==> src/rtl/lts_pkg.sv <==
package lts_pkg;

  // width of the saturating run counter
  localparam int LENGTH_BITS = 16;
  // width of the reported token length
  localparam int TOK_LEN_W   = 16;
  localparam int KIND_W      = 5;

  typedef logic [KIND_W-1:0]    tok_kind_t;
  typedef logic [TOK_LEN_W-1:0] tok_len_t;

  localparam tok_kind_t K_SPACE   = 5'd0;
  localparam tok_kind_t K_TAB     = 5'd1;
  localparam tok_kind_t K_LF      = 5'd2;
  localparam tok_kind_t K_CR      = 5'd3;
  localparam tok_kind_t K_CRLF    = 5'd4;
  localparam tok_kind_t K_LPAREN  = 5'd5;
  localparam tok_kind_t K_RPAREN  = 5'd6;
  localparam tok_kind_t K_LBRACK  = 5'd7;
  localparam tok_kind_t K_RBRACK  = 5'd8;
  localparam tok_kind_t K_LBRACE  = 5'd9;
  localparam tok_kind_t K_RBRACE  = 5'd10;
  localparam tok_kind_t K_SLASH   = 5'd11;
  localparam tok_kind_t K_INT     = 5'd12;
  localparam tok_kind_t K_DEC     = 5'd13;
  localparam tok_kind_t K_STR     = 5'd14;
  localparam tok_kind_t K_COMMENT = 5'd15;
  localparam tok_kind_t K_IDENT   = 5'd16;
  localparam tok_kind_t K_UNKNOWN = 5'd17;
  localparam tok_kind_t K_END     = 5'd18;

  typedef struct packed {
    tok_kind_t kind;
    tok_len_t  len;
    logic      last;
  } token_t;

  // tokens caused by one byte; v1 set implies v0 set
  typedef struct packed {
    logic   v0;
    token_t tok0;
    logic   v1;
    token_t tok1;
  } tok_pair_t;

endpackage

==> src/rtl/lisp_token_scanner_top.sv <==
// channel | dir | tdata (low bit up)                        | tlast
// in_     | in  | [7:0] src_byte                            | -
// out_    | out | [4:0] token_kind, [20:5] token_length, 0s | last_of_run
//
// one source byte per cycle while out_tready holds and each byte closes at
// most one token; bytes that yield two tokens fill the four-entry token queue
// faster than the single output port drains it, and input then waits for room
// path: byte register, then scan logic into the token queue, which feeds out_
// synchronous active-low reset returns the scanner to start mode, length zero
// in_tready depends only on internal state, never on out_tready
module lisp_token_scanner_top
  import lts_pkg::*;
(
  input  logic        clk,
  input  logic        rst_n,
  // source bytes
  input  logic        in_tvalid,
  output logic        in_tready,
  input  logic [7:0]  in_tdata,    // [7:0] src_byte
  // tokens
  output logic        out_tvalid,
  input  logic        out_tready,
  output logic [23:0] out_tdata,   // [4:0] token_kind, [20:5] token_length
  output logic        out_tlast    // last_of_run
);

  logic       byte_full_r;
  logic [7:0] byte_r;
  logic       fire;      // scan the held byte this cycle
  logic       has_room;
  tok_pair_t  pair;
  token_t     head;

  // the held byte is scanned once the queue has room for both tokens
  assign fire      = byte_full_r && has_room;
  assign in_tready = !byte_full_r || fire;

  always_ff @(posedge clk) begin
    if (!rst_n) begin
      byte_full_r <= 1'b0;
    end else if (in_tready) begin
      byte_full_r <= in_tvalid;
    end
  end

  always_ff @(posedge clk) begin
    if (in_tready && in_tvalid) begin
      byte_r <= in_tdata;
    end
  end

  lts_scan u_scan (
    .clk      (clk),
    .rst_n    (rst_n),
    .fire     (fire),
    .src_byte (byte_r),
    .pair     (pair)
  );

  lts_tokq u_tokq (
    .clk       (clk),
    .rst_n     (rst_n),
    .push      (pair),
    .pop       (out_tready),
    .has_room  (has_room),
    .not_empty (out_tvalid),
    .head      (head)
  );

  assign out_tdata = {3'b000, head.len, head.kind};
  assign out_tlast = head.last;

endmodule

==> src/rtl/lts_scan.sv <==
module lts_scan
  import lts_pkg::*;
(
  input  logic       clk,
  input  logic       rst_n,
  input  logic       fire,
  input  logic [7:0] src_byte,
  output tok_pair_t  pair
);

  typedef enum logic [3:0] {
    M_START, M_SPACE, M_TAB, M_CR, M_IDENT, M_DEC, M_INT, M_STR,
    M_COMMENT, M_COMMENT_CR, M_UNI4, M_UNI3, M_UNI2
  } mode_t;

  typedef logic [LENGTH_BITS-1:0] run_t;

  localparam run_t RUN_CAP = {LENGTH_BITS{1'b1}};
  localparam run_t RUN_ONE = run_t'(1);

  mode_t mode_r, mode_nxt;
  run_t  run_r, run_nxt;

  function automatic logic is_delim(input logic [7:0] b);
    return (b == 8'h20) || (b == 8'h09) || (b == 8'h0D) || (b == 8'h0A) ||
           (b == 8'h00) || (b == 8'h3B) || (b == 8'h2F) || (b == 8'h28) ||
           (b == 8'h29) || (b == 8'h5B) || (b == 8'h5D) || (b == 8'h7B) ||
           (b == 8'h7D);
  endfunction

  function automatic tok_len_t sat_len(input run_t v);
    return (32'(v) > 32'h0000_FFFF) ? {TOK_LEN_W{1'b1}} : tok_len_t'(v);
  endfunction

  logic      byte_is_num;
  run_t      run_inc;

  // what the byte does as the first byte of a token
  logic      b_emit;
  tok_kind_t b_kind;
  tok_len_t  b_len;
  mode_t     b_mode;
  run_t      b_run;

  // what the byte does to the open token
  logic      c_emit;    // open token closes
  tok_kind_t c_kind;
  tok_len_t  c_len;
  logic      c_begin;   // byte then starts a new token

  assign byte_is_num = (src_byte >= 8'h30) && (src_byte <= 8'h39);
  assign run_inc  = (run_r == RUN_CAP) ? run_r : run_r + RUN_ONE;

  always_comb begin
    b_emit = 1'b1;
    b_kind = K_UNKNOWN;
    b_len  = tok_len_t'(1);
    b_mode = M_START;
    priority if (src_byte == 8'h00) begin
      b_kind = K_END;
      b_len  = '0;
    end else if (src_byte == 8'h09) begin
      b_emit = 1'b0;
      b_mode = M_TAB;
    end else if (src_byte == 8'h0A) begin
      b_kind = K_LF;
    end else if (src_byte == 8'h0D) begin
      b_emit = 1'b0;
      b_mode = M_CR;
    end else if (src_byte == 8'h20) begin
      b_emit = 1'b0;
      b_mode = M_SPACE;
    end else if (src_byte == 8'h22) begin
      b_emit = 1'b0;
      b_mode = M_STR;
    end else if (src_byte == 8'h3B) begin
      b_emit = 1'b0;
      b_mode = M_COMMENT;
    end else if (src_byte == 8'h28) begin
      b_kind = K_LPAREN;
    end else if (src_byte == 8'h29) begin
      b_kind = K_RPAREN;
    end else if (src_byte == 8'h5B) begin
      b_kind = K_LBRACK;
    end else if (src_byte == 8'h5D) begin
      b_kind = K_RBRACK;
    end else if (src_byte == 8'h7B) begin
      b_kind = K_LBRACE;
    end else if (src_byte == 8'h7D) begin
      b_kind = K_RBRACE;
    end else if (src_byte == 8'h2F) begin
      b_kind = K_SLASH;
    end else if (byte_is_num) begin
      b_emit = 1'b0;
      b_mode = M_INT;
    end else if ((src_byte >= 8'h21) && (src_byte <= 8'h7E)) begin
      b_emit = 1'b0;
      b_mode = M_IDENT;
    end else if ((src_byte >= 8'hC0) && (src_byte <= 8'hDF)) begin
      b_emit = 1'b0;
      b_mode = M_UNI2;
    end else if ((src_byte >= 8'hE0) && (src_byte <= 8'hEF)) begin
      b_emit = 1'b0;
      b_mode = M_UNI3;
    end else if ((src_byte >= 8'hF0) && (src_byte <= 8'hF7)) begin
      b_emit = 1'b0;
      b_mode = M_UNI4;
    end else begin
      b_kind = K_UNKNOWN;
    end
    b_run = b_emit ? '0 : RUN_ONE;
  end

  always_comb begin
    c_emit   = 1'b0;
    c_kind   = K_UNKNOWN;
    c_len    = sat_len(run_r);
    c_begin  = 1'b0;
    mode_nxt = mode_r;
    run_nxt  = run_inc;
    unique case (mode_r)
      M_SPACE: begin
        if (src_byte != 8'h20) begin
          c_emit = 1'b1; c_kind = K_SPACE; c_begin = 1'b1;
        end
      end
      M_TAB: begin
        if (src_byte != 8'h09) begin
          c_emit = 1'b1; c_kind = K_TAB; c_begin = 1'b1;
        end
      end
      M_CR: begin
        c_emit = 1'b1;
        if (src_byte == 8'h0A) begin
          c_kind = K_CRLF; c_len = sat_len(run_inc);
          mode_nxt = M_START; run_nxt = '0;
        end else begin
          c_kind = K_CR; c_begin = 1'b1;
        end
      end
      M_INT: begin
        if (src_byte == 8'h2E) begin
          mode_nxt = M_DEC;
        end else if (is_delim(src_byte)) begin
          c_emit = 1'b1; c_kind = K_INT; c_begin = 1'b1;
        end else if (!byte_is_num) begin
          mode_nxt = M_IDENT;
        end
      end
      M_DEC: begin
        if (is_delim(src_byte)) begin
          c_emit = 1'b1; c_kind = K_DEC; c_begin = 1'b1;
        end else if (!byte_is_num) begin
          mode_nxt = M_IDENT;
        end
      end
      M_STR: begin
        if (src_byte == 8'h22) begin
          c_emit = 1'b1; c_kind = K_STR; c_len = sat_len(run_inc);
          mode_nxt = M_START; run_nxt = '0;
        end
      end
      M_COMMENT: begin
        if (src_byte == 8'h0A) begin
          c_emit = 1'b1; c_kind = K_COMMENT; c_len = sat_len(run_inc);
          mode_nxt = M_START; run_nxt = '0;
        end else if (src_byte == 8'h0D) begin
          mode_nxt = M_COMMENT_CR;
        end
      end
      M_COMMENT_CR: begin
        c_emit = 1'b1; c_kind = K_COMMENT;
        if (src_byte == 8'h0A) begin
          c_len = sat_len(run_inc);
          mode_nxt = M_START; run_nxt = '0;
        end else begin
          c_begin = 1'b1;
        end
      end
      M_UNI4:  mode_nxt = M_UNI3;
      M_UNI3:  mode_nxt = M_UNI2;
      M_UNI2:  mode_nxt = M_IDENT;
      M_IDENT: begin
        if (is_delim(src_byte)) begin
          c_emit = 1'b1; c_kind = K_IDENT; c_begin = 1'b1;
        end
      end
      default: begin
        c_begin = 1'b1;
      end
    endcase
    if (c_begin) begin
      mode_nxt = b_mode;
      run_nxt  = b_run;
    end
  end

  // pack so the first token always sits in slot 0
  always_comb begin
    pair = '0;
    if (c_emit) begin
      pair.v0        = 1'b1;
      pair.tok0.kind = c_kind;
      pair.tok0.len  = c_len;
      pair.tok0.last = !(c_begin && b_emit);
      if (c_begin && b_emit) begin
        pair.v1        = 1'b1;
        pair.tok1.kind = b_kind;
        pair.tok1.len  = b_len;
        pair.tok1.last = 1'b1;
      end
    end else if (c_begin && b_emit) begin
      pair.v0        = 1'b1;
      pair.tok0.kind = b_kind;
      pair.tok0.len  = b_len;
      pair.tok0.last = 1'b1;
    end
    if (!fire) begin
      pair.v0 = 1'b0;
      pair.v1 = 1'b0;
    end
  end

  always_ff @(posedge clk) begin
    if (!rst_n) begin
      mode_r <= M_START;
      run_r  <= '0;
    end else if (fire) begin
      mode_r <= mode_nxt;
      run_r  <= run_nxt;
    end
  end

endmodule

==> src/rtl/lts_tokq.sv <==
module lts_tokq
  import lts_pkg::*;
(
  input  logic      clk,
  input  logic      rst_n,
  input  tok_pair_t push,
  input  logic      pop,
  output logic      has_room,   // room for two more tokens
  output logic      not_empty,
  output token_t    head
);

  token_t      slot_r [4];
  logic [1:0]  wptr_r, rptr_r;
  logic [2:0]  cnt_r, cnt_nxt;
  logic [1:0]  wptr_nxt;
  logic [1:0]  push_n;
  logic        do_pop;

  assign not_empty = (cnt_r != 3'd0);
  assign has_room  = (cnt_r <= 3'd2);
  assign head      = slot_r[rptr_r];
  assign do_pop    = pop && not_empty;
  assign push_n    = {1'b0, push.v0} + {1'b0, push.v1};
  assign wptr_nxt  = wptr_r + 2'd1;
  assign cnt_nxt   = cnt_r + {1'b0, push_n} - {2'b0, do_pop};

  always_ff @(posedge clk) begin
    if (push.v0) begin
      slot_r[wptr_r] <= push.tok0;
    end
    if (push.v1) begin
      slot_r[wptr_nxt] <= push.tok1;
    end
  end

  always_ff @(posedge clk) begin
    if (!rst_n) begin
      wptr_r <= '0;
      rptr_r <= '0;
      cnt_r  <= '0;
    end else begin
      wptr_r <= wptr_r + push_n;
      if (do_pop) begin
        rptr_r <= rptr_r + 2'd1;
      end
      cnt_r <= cnt_nxt;
    end
  end

endmodule

==> config.mk <==
export PLATFORM = sky130hd
export DESIGN_NAME = lisp_token_scanner_top
export DESIGN_NICKNAME = d
export VERILOG_FILES = /design/src/rtl/lts_pkg.sv /design/src/rtl/lisp_token_scanner_top.sv /design/src/rtl/lts_scan.sv /design/src/rtl/lts_tokq.sv
export SDC_FILE = /design/constraint.sdc
export NUM_CORES = 1
export LEC_CHECK = 0
export BUFFER_PORTS_ARGS = -buffer_cell sky130_fd_sc_hd__buf_2
export CAP_MARGIN = 20
export CORE_ASPECT_RATIO = 1.4
export CORE_MARGIN = 2
export CORE_UTILIZATION = 60
export DETAILED_ROUTE_END_ITERATION = 8
export PLACE_DENSITY_LB_ADDON = 0.25
export SYNTH_ARGS = -nofsm -noshare
export SYNTH_HDL_FRONTEND = slang
export SYNTH_HIERARCHICAL = 1
export SYNTH_SLANG_ARGS = --single-unit
export TNS_END_PERCENT = 20
==> constraint.sdc <==
create_clock -name clk -period 8.6 [get_ports clk]
set_input_delay 0.86 -clock clk [delete_from_list [all_inputs] [get_ports clk]]
set_output_delay 0.86 -clock clk [all_outputs]
set_load 0.03 [all_outputs]
Word level (Yosys, flattened, before mapping)
Memory sizes are Yosys's and may differ from the RTL's. A register that Yosys moved wholly into a read port is not among the register bits.
Cells that the tools add are included.
{"block": "totals", "reg_bits": 36, "ram_bits": 88, "input_bits": 12, "wordCells": 191, "n_memories": 1}
{"name": "u_tokq.slot_r", "words": 4, "word_bits": 22, "rd": 1, "rd_ports_with_merged_regs": 1, "write_ports": 2, "line": "lts_tokq.sv:13", "text": "token_t slot_r [4];"}
{"block": "op_classes", "add_sub_neg": 7, "n_lt_le_gt_ge": 11, "eq_ne": 32, "n_mux": 101, "reduce_logical": 32}
{"op": "4-bit 2-to-1 mux", "n": 27}
{"op": "5-bit 2-to-1 mux", "n": 21}
{"op": "16-bit 2-to-1 mux", "n": 6}
{"op": "23-bit 2-to-1 mux", "n": 3}
{"op": "16-bit one-hot mux with 2 select lines", "n": 2}
{"op": "8-bit by 6-bit == test with 1-bit output, second input constant", "n": 7}
{"op": "5-bit one-hot mux with 9 select lines", "n": 1}
{"op": "1-bit 2-to-1 mux", "n": 35}
{"op": "8-bit by 7-bit == test with 1-bit output, second input constant", "n": 4}
{"op": "4-bit one-hot mux with 8 select lines", "n": 1}
{"op": "8-bit by 4-bit == test with 1-bit output, second input constant", "n": 3}
{"op": "8-bit greater-or-equal comparator, second input constant", "n": 3}
{"op": "8-bit less-or-equal comparator, second input constant", "n": 3}
{"op": "4-bit == test, second input constant", "n": 5}
{"op": "16-bit by 1-bit adder with 16-bit output, second input constant", "n": 1}
{"op": "16-bit == test, second input constant", "n": 1}
{"op": "4-bit by 3-bit == test with 1-bit output, second input constant", "n": 4}
{"op": "8-bit by 6-bit greater-or-equal comparator with 1-bit output, second input constant", "n": 2}
{"op": "1-bit logical OR", "n": 13}
{"op": "1-bit logical AND", "n": 9}
{"op": "9-bit nonzero test", "n": 1}
{"op": "4-bit by 2-bit == test with 1-bit output, second input constant", "n": 2}
{"op": "8-bit by 6-bit less-or-equal comparator with 1-bit output, second input constant", "n": 1}
{"op": "8-bit by 7-bit less-or-equal comparator with 1-bit output, second input constant", "n": 1}
{"op": "other kinds (22)", "n": 27}

Logic depth before layout (Yosys ltp)
{"block": "logic_depth", "depth_word": 28, "ltp_mapped": 21}

By module
The synthesis kept the hierarchy.
{"mod": "lts_tokq", "n_inst": 1, "cells_per_inst": 262, "area_each_um2": 4754.6, "seq_area_each_um2": 2822.7}
{"mod": "lts_scan", "n_inst": 1, "cells_per_inst": 417, "area_each_um2": 2845.2, "seq_area_each_um2": 400.4}
{"mod": "lisp_token_scanner_top", "n_inst": 1, "cells_per_inst": 18, "area_each_um2": 331.6, "seq_area_each_um2": 260.2}

Least setup slack after synthesis
No wires, ideal clock.
{"block": "synth_timing", "path_type": "reg2reg", "start": "register byte_r[6]", "end": "memory u_tokq/slot_r[0][0] (netlist name), enable pin", "setup_time_ns": 0.432, "arrival_time_ns": 4.248, "t_required_ns": 8.168, "setup_slack_ns": 3.921, "path_stages_with_launch": 14, "path_cell_list": "edfxtp_1 -> clkbuf_1 -> nor3_2 -> and3_1 -> buf_2 -> o21ai_0 -> a31oi_4 -> or2_0 -> buf_2 -> nand2_2 -> ha_1 -> nor2b_1 -> nand2b_1 -> o21ai_0"}
{"element": "from (decl)", "line": "lisp_token_scanner_top.sv:28", "text": "logic [7:0] byte_r;"}
{"element": "from (signal assigned)", "line": "lisp_token_scanner_top.sv:48", "text": "byte_r <= in_tdata;"}
{"element": "to (decl)", "line": "lts_tokq.sv:13"}

==> results.py <==
metrics = {
    "outcome": {
        "status": "finished, final reports clean",
    },
    "timing": {
        "finalWorstSetupSlack_ns": 3.47,
        "slew_violations": 0,
        "hold_viol_final": 0,
        "min_period_ns": 5.13,
        "fin_skew_ns": 0.0215,
        "rsz0062_at_grt": "false",
        "slew_headroom_pct": 41.7,
        "clock.fmax_mhz": 195,
        "tns_ns": 0,
        "post-route-period-util_pct": 59.6,
        "worst_pin_slew_ns": 0.867,
        "setup_viol": 0,
    },
    "power_and_ir_drop": {
        "powerDensity_mw_per_mm2": 243,
        "total_power_w": 0.00211,
        "power_leakage_nw": 3.16,
        "ir_drop_uv": 152,
    },
    "detailed_routing": {
        "antenna_left": 0,
        "wl_mm": 18.8,
        "dr.first_iter.drc_count": 454,
        "drt_drc_violations_left": 0,
        "vias": 5805,
        "wl_per_cell_um": 21.3,
        "first_pass_iters": 7,
        "viasPerCell": 6.60,
    },
    "synth": {
        "synth_compound_area_share_pct": 11.3,
        "ys_seq_area_share_pct": 43.9,
        "synth_top_flop_cell": "edfxtp_1",
        "yosys.area_share.simple_pct": 15.4,
        "synth_cell_type_count": 89,
        "synth_area_mm2": 0.00793,
        "synth_fa_ha_area_share_pct": 1.51,
        "synth.most_common_cell": "edfxtp_1",
        "synthCells": 697,
        "synth-seq-cells": 126,
        "synth_edf_count": 96,
        "syn_area_per_cell_um2": 11.4,
        "synthMuxAreaShare_pct": 19.8,
        "ys_warn_count": 6,
        "yosysTopAreaCellShare_pct": 36.3,
        "synth_top_family_by_area": "multiplexers",
        "synth_area_leaders": "edfxtp_1 (36%), mux2_2 (13%), dfxtp_1 (7.6%)",
        "yosys.area.top_type": "edfxtp_1",
        "synth_commonest_cells": "edfxtp_1 (96), mux2_2 (89), nor2_1 (46), nand2_1 (33), dfxtp_1 (30)",
        "synth-xor-area-share_pct": 2.00,
        "synthArstFlopShare_pct": 0,
    },
    "global_routing": {
        "globalRouteOverflowTotal": 0,
        "grt_pass1_wl_mm": 29.6,
        "antenna_found_initial": 0,
        "grt_pass1_vias": 5793,
        "grt_max_degree": 28,
        "track_usage_pct": 27.2,
    },
    "critical_path": {
        "critPathKind": "register to register",
        "crit_required_ns": 8.92,
        "start_kind": "register",
        "arrival_ns": 5.45,
        "cp-end-kind": "register",
        "crit_path_max_fanout": 25,
        "worst_path_most_repeated_cell": "ha_1",
        "cp_cell_sequence": "nor3b_1 -> and3_1 -> o21ai_0 -> a31oi_4 -> or2_0 -> nand2_2 -> inv_1 -> ha_1 -> and2_1 -> ha_1 -> inv_1 -> ha_1 -> inv_1 -> ha_1 -> fa_1 -> xnor3_1 -> nor2b_1",
        "slowest_delay_ns": 0.70,
        "critPathSlowestCell": "edfxtp_1",
    },
    "job": {
        "maxCapViolations": 0,
    },
    "floorplanning": {
        "die_h_um": 140,
        "die_w_um": 101,
        "initial_core_util_pct": 61.6,
        "coreArea_mm2": 0.0129,
        "die_area_mm2": 0.0142,
        "rows": 49,
        "num_io_pins": 39,
    },
    "clocking": {
        "cts_sinks": 126,
        "cts-htree-levels": 4,
        "clockBufferDepth": 2,
        "cts_setup_buffers": 0,
        "postCtsHoldBufs": 0,
        "cts_tree": "yes",
        "cts-root-buf": "clkbuf_16",
        "clock_latency_ns": 0.43,
        "clkTransAtPathRegs_ns": 0.06,
        "cts_buffers": 17,
        "cts_resized": 0,
    },
    "layout": {
        "layout-drive-gt1-share_pct": 30.7,
        "fin_nets": 735,
        "area_growth_syn_to_layout_pct": 9.59,
        "fillers": 921,
        "antennaDiodeCount": 0,
    },
    "placement": {
        "gp_congestion": 0.940,
        "hpwl_mm": 12.7,
        "pre_cts_ws_ns": 3.50,
        "portBuffers": 35,
    },
    "min_path": {
        "hold_class": "register to register",
    },
}
==> path summary, 6_finish.rpt <==
check                                 from                            end  slack [ns]  cells after the start
max                    byte_r[5]$_DFFE_PP_     u_tokq/cnt_r[2]$_SDFF_PN0_        3.47                     17
min          u_tokq/rptr_r[1]$_SDFFE_PN0P_  u_tokq/rptr_r[1]$_SDFFE_PN0P_        0.50                      2
max reg2reg            byte_r[5]$_DFFE_PP_     u_tokq/cnt_r[2]$_SDFF_PN0_        3.47                     17
min reg2reg  u_tokq/rptr_r[1]$_SDFFE_PN0P_  u_tokq/rptr_r[1]$_SDFFE_PN0P_        0.50                      2
==> report_power, final <==
| part | switching [W] | internal (W) |
|---|---|---|
| Clock | 0.000280 | 0.000461 |
| Sequential | 0.0000440 | 0.000715 |
| Combinational | 0.000365 | 0.000249 |
==> cell type report <==
cell class              count  area (um2)  share of cell area (%)
inverters                  22        82.6                   0.950
clock inverters            14         180                    2.07
clock buffers              18         429                    4.94
multi-input cells         499        4050                    46.5
well taps                 153         191                    2.20
flip-flops and latches    126        3480                    40.1
repair buffers             48         280                    3.22
==> worst max-delay path, delay by kind of cell, from the launching register on <==
family                     cells  cell delay [ns]
adders and majority gates      5             1.26
buffers and inverters          3             0.19
DFF                            1             0.70
and+or+nand+nor                6             2.04
AOI/OAI and AO/OA              2             0.61
xor gates and xnor gates       1             0.21
==> cell usage in the layout (no fill, tap or decap), drive strengths merged, types with 7 or more instances in the layout <==
master / instances
edfxtp: 96
nand4: 7
conb: 18
mux2: 90
nand3: 27
nor2b: 13
and3: 8
o21ai: 27
a31oi: 14
nor3: 16
clkbuf: 18
buf: 48
mux4: 22
nand2: 34
and2: 9
nand2b: 8
dfxtp: 30
nor2: 46
nor3b: 7
inv: 27
xnor2: 7
ha: 8
a21oi: 27
==> cells by family after synthesis <==
group                    count (synthesis)
flip-flops                             126
AO/OA/AOI/OAI                          128
multiplexers                           118
XOR/XNOR                                15
other                                    2
adder cells (fa/ha/maj)                  9
buffers and inverters                   88
AND/OR/NAND/NOR                        211
==> registers in the layout, indices dropped and copies added (netlist names), named ones only <==
name	count
u_tokq/slot_r	88
u_scan/run_r	16
byte_r	8
u_scan/mode_r	4
u_tokq/cnt_r	3
u_tokq/rptr_r	2
u_tokq/wptr_r	2
byte_full_r	1
==> stage by stage <==
step / std cells / instance area, um2 / util, % / hold slack, ns
floorplan: 713 / 7990 / - / 0.439
global placement: 847 / 8070 / 62.7 / 0.449
detailed placement: 848 / 8080 / 62.8 / 0.461
CTS: 880 / 8690 / 67.5 / 0.504
global route: 880 / 8690 / 67.5 / 0.525
finish: 880 / 8690 / 67.5 / 0.496
==> routing by layer <==
layer	global-route usage [%]	share of wire, %	routed length, um	vias to the layer above
li1	-	-	-	2677
met1	31.1	39	7260	2861
met2	47.6	53	9960	214
met3	5.59	4.5	845	53
met4	13.4	3.6	674	0
met5	0	0	0	-
Note: power is estimated with default switching activity, not from simulation.
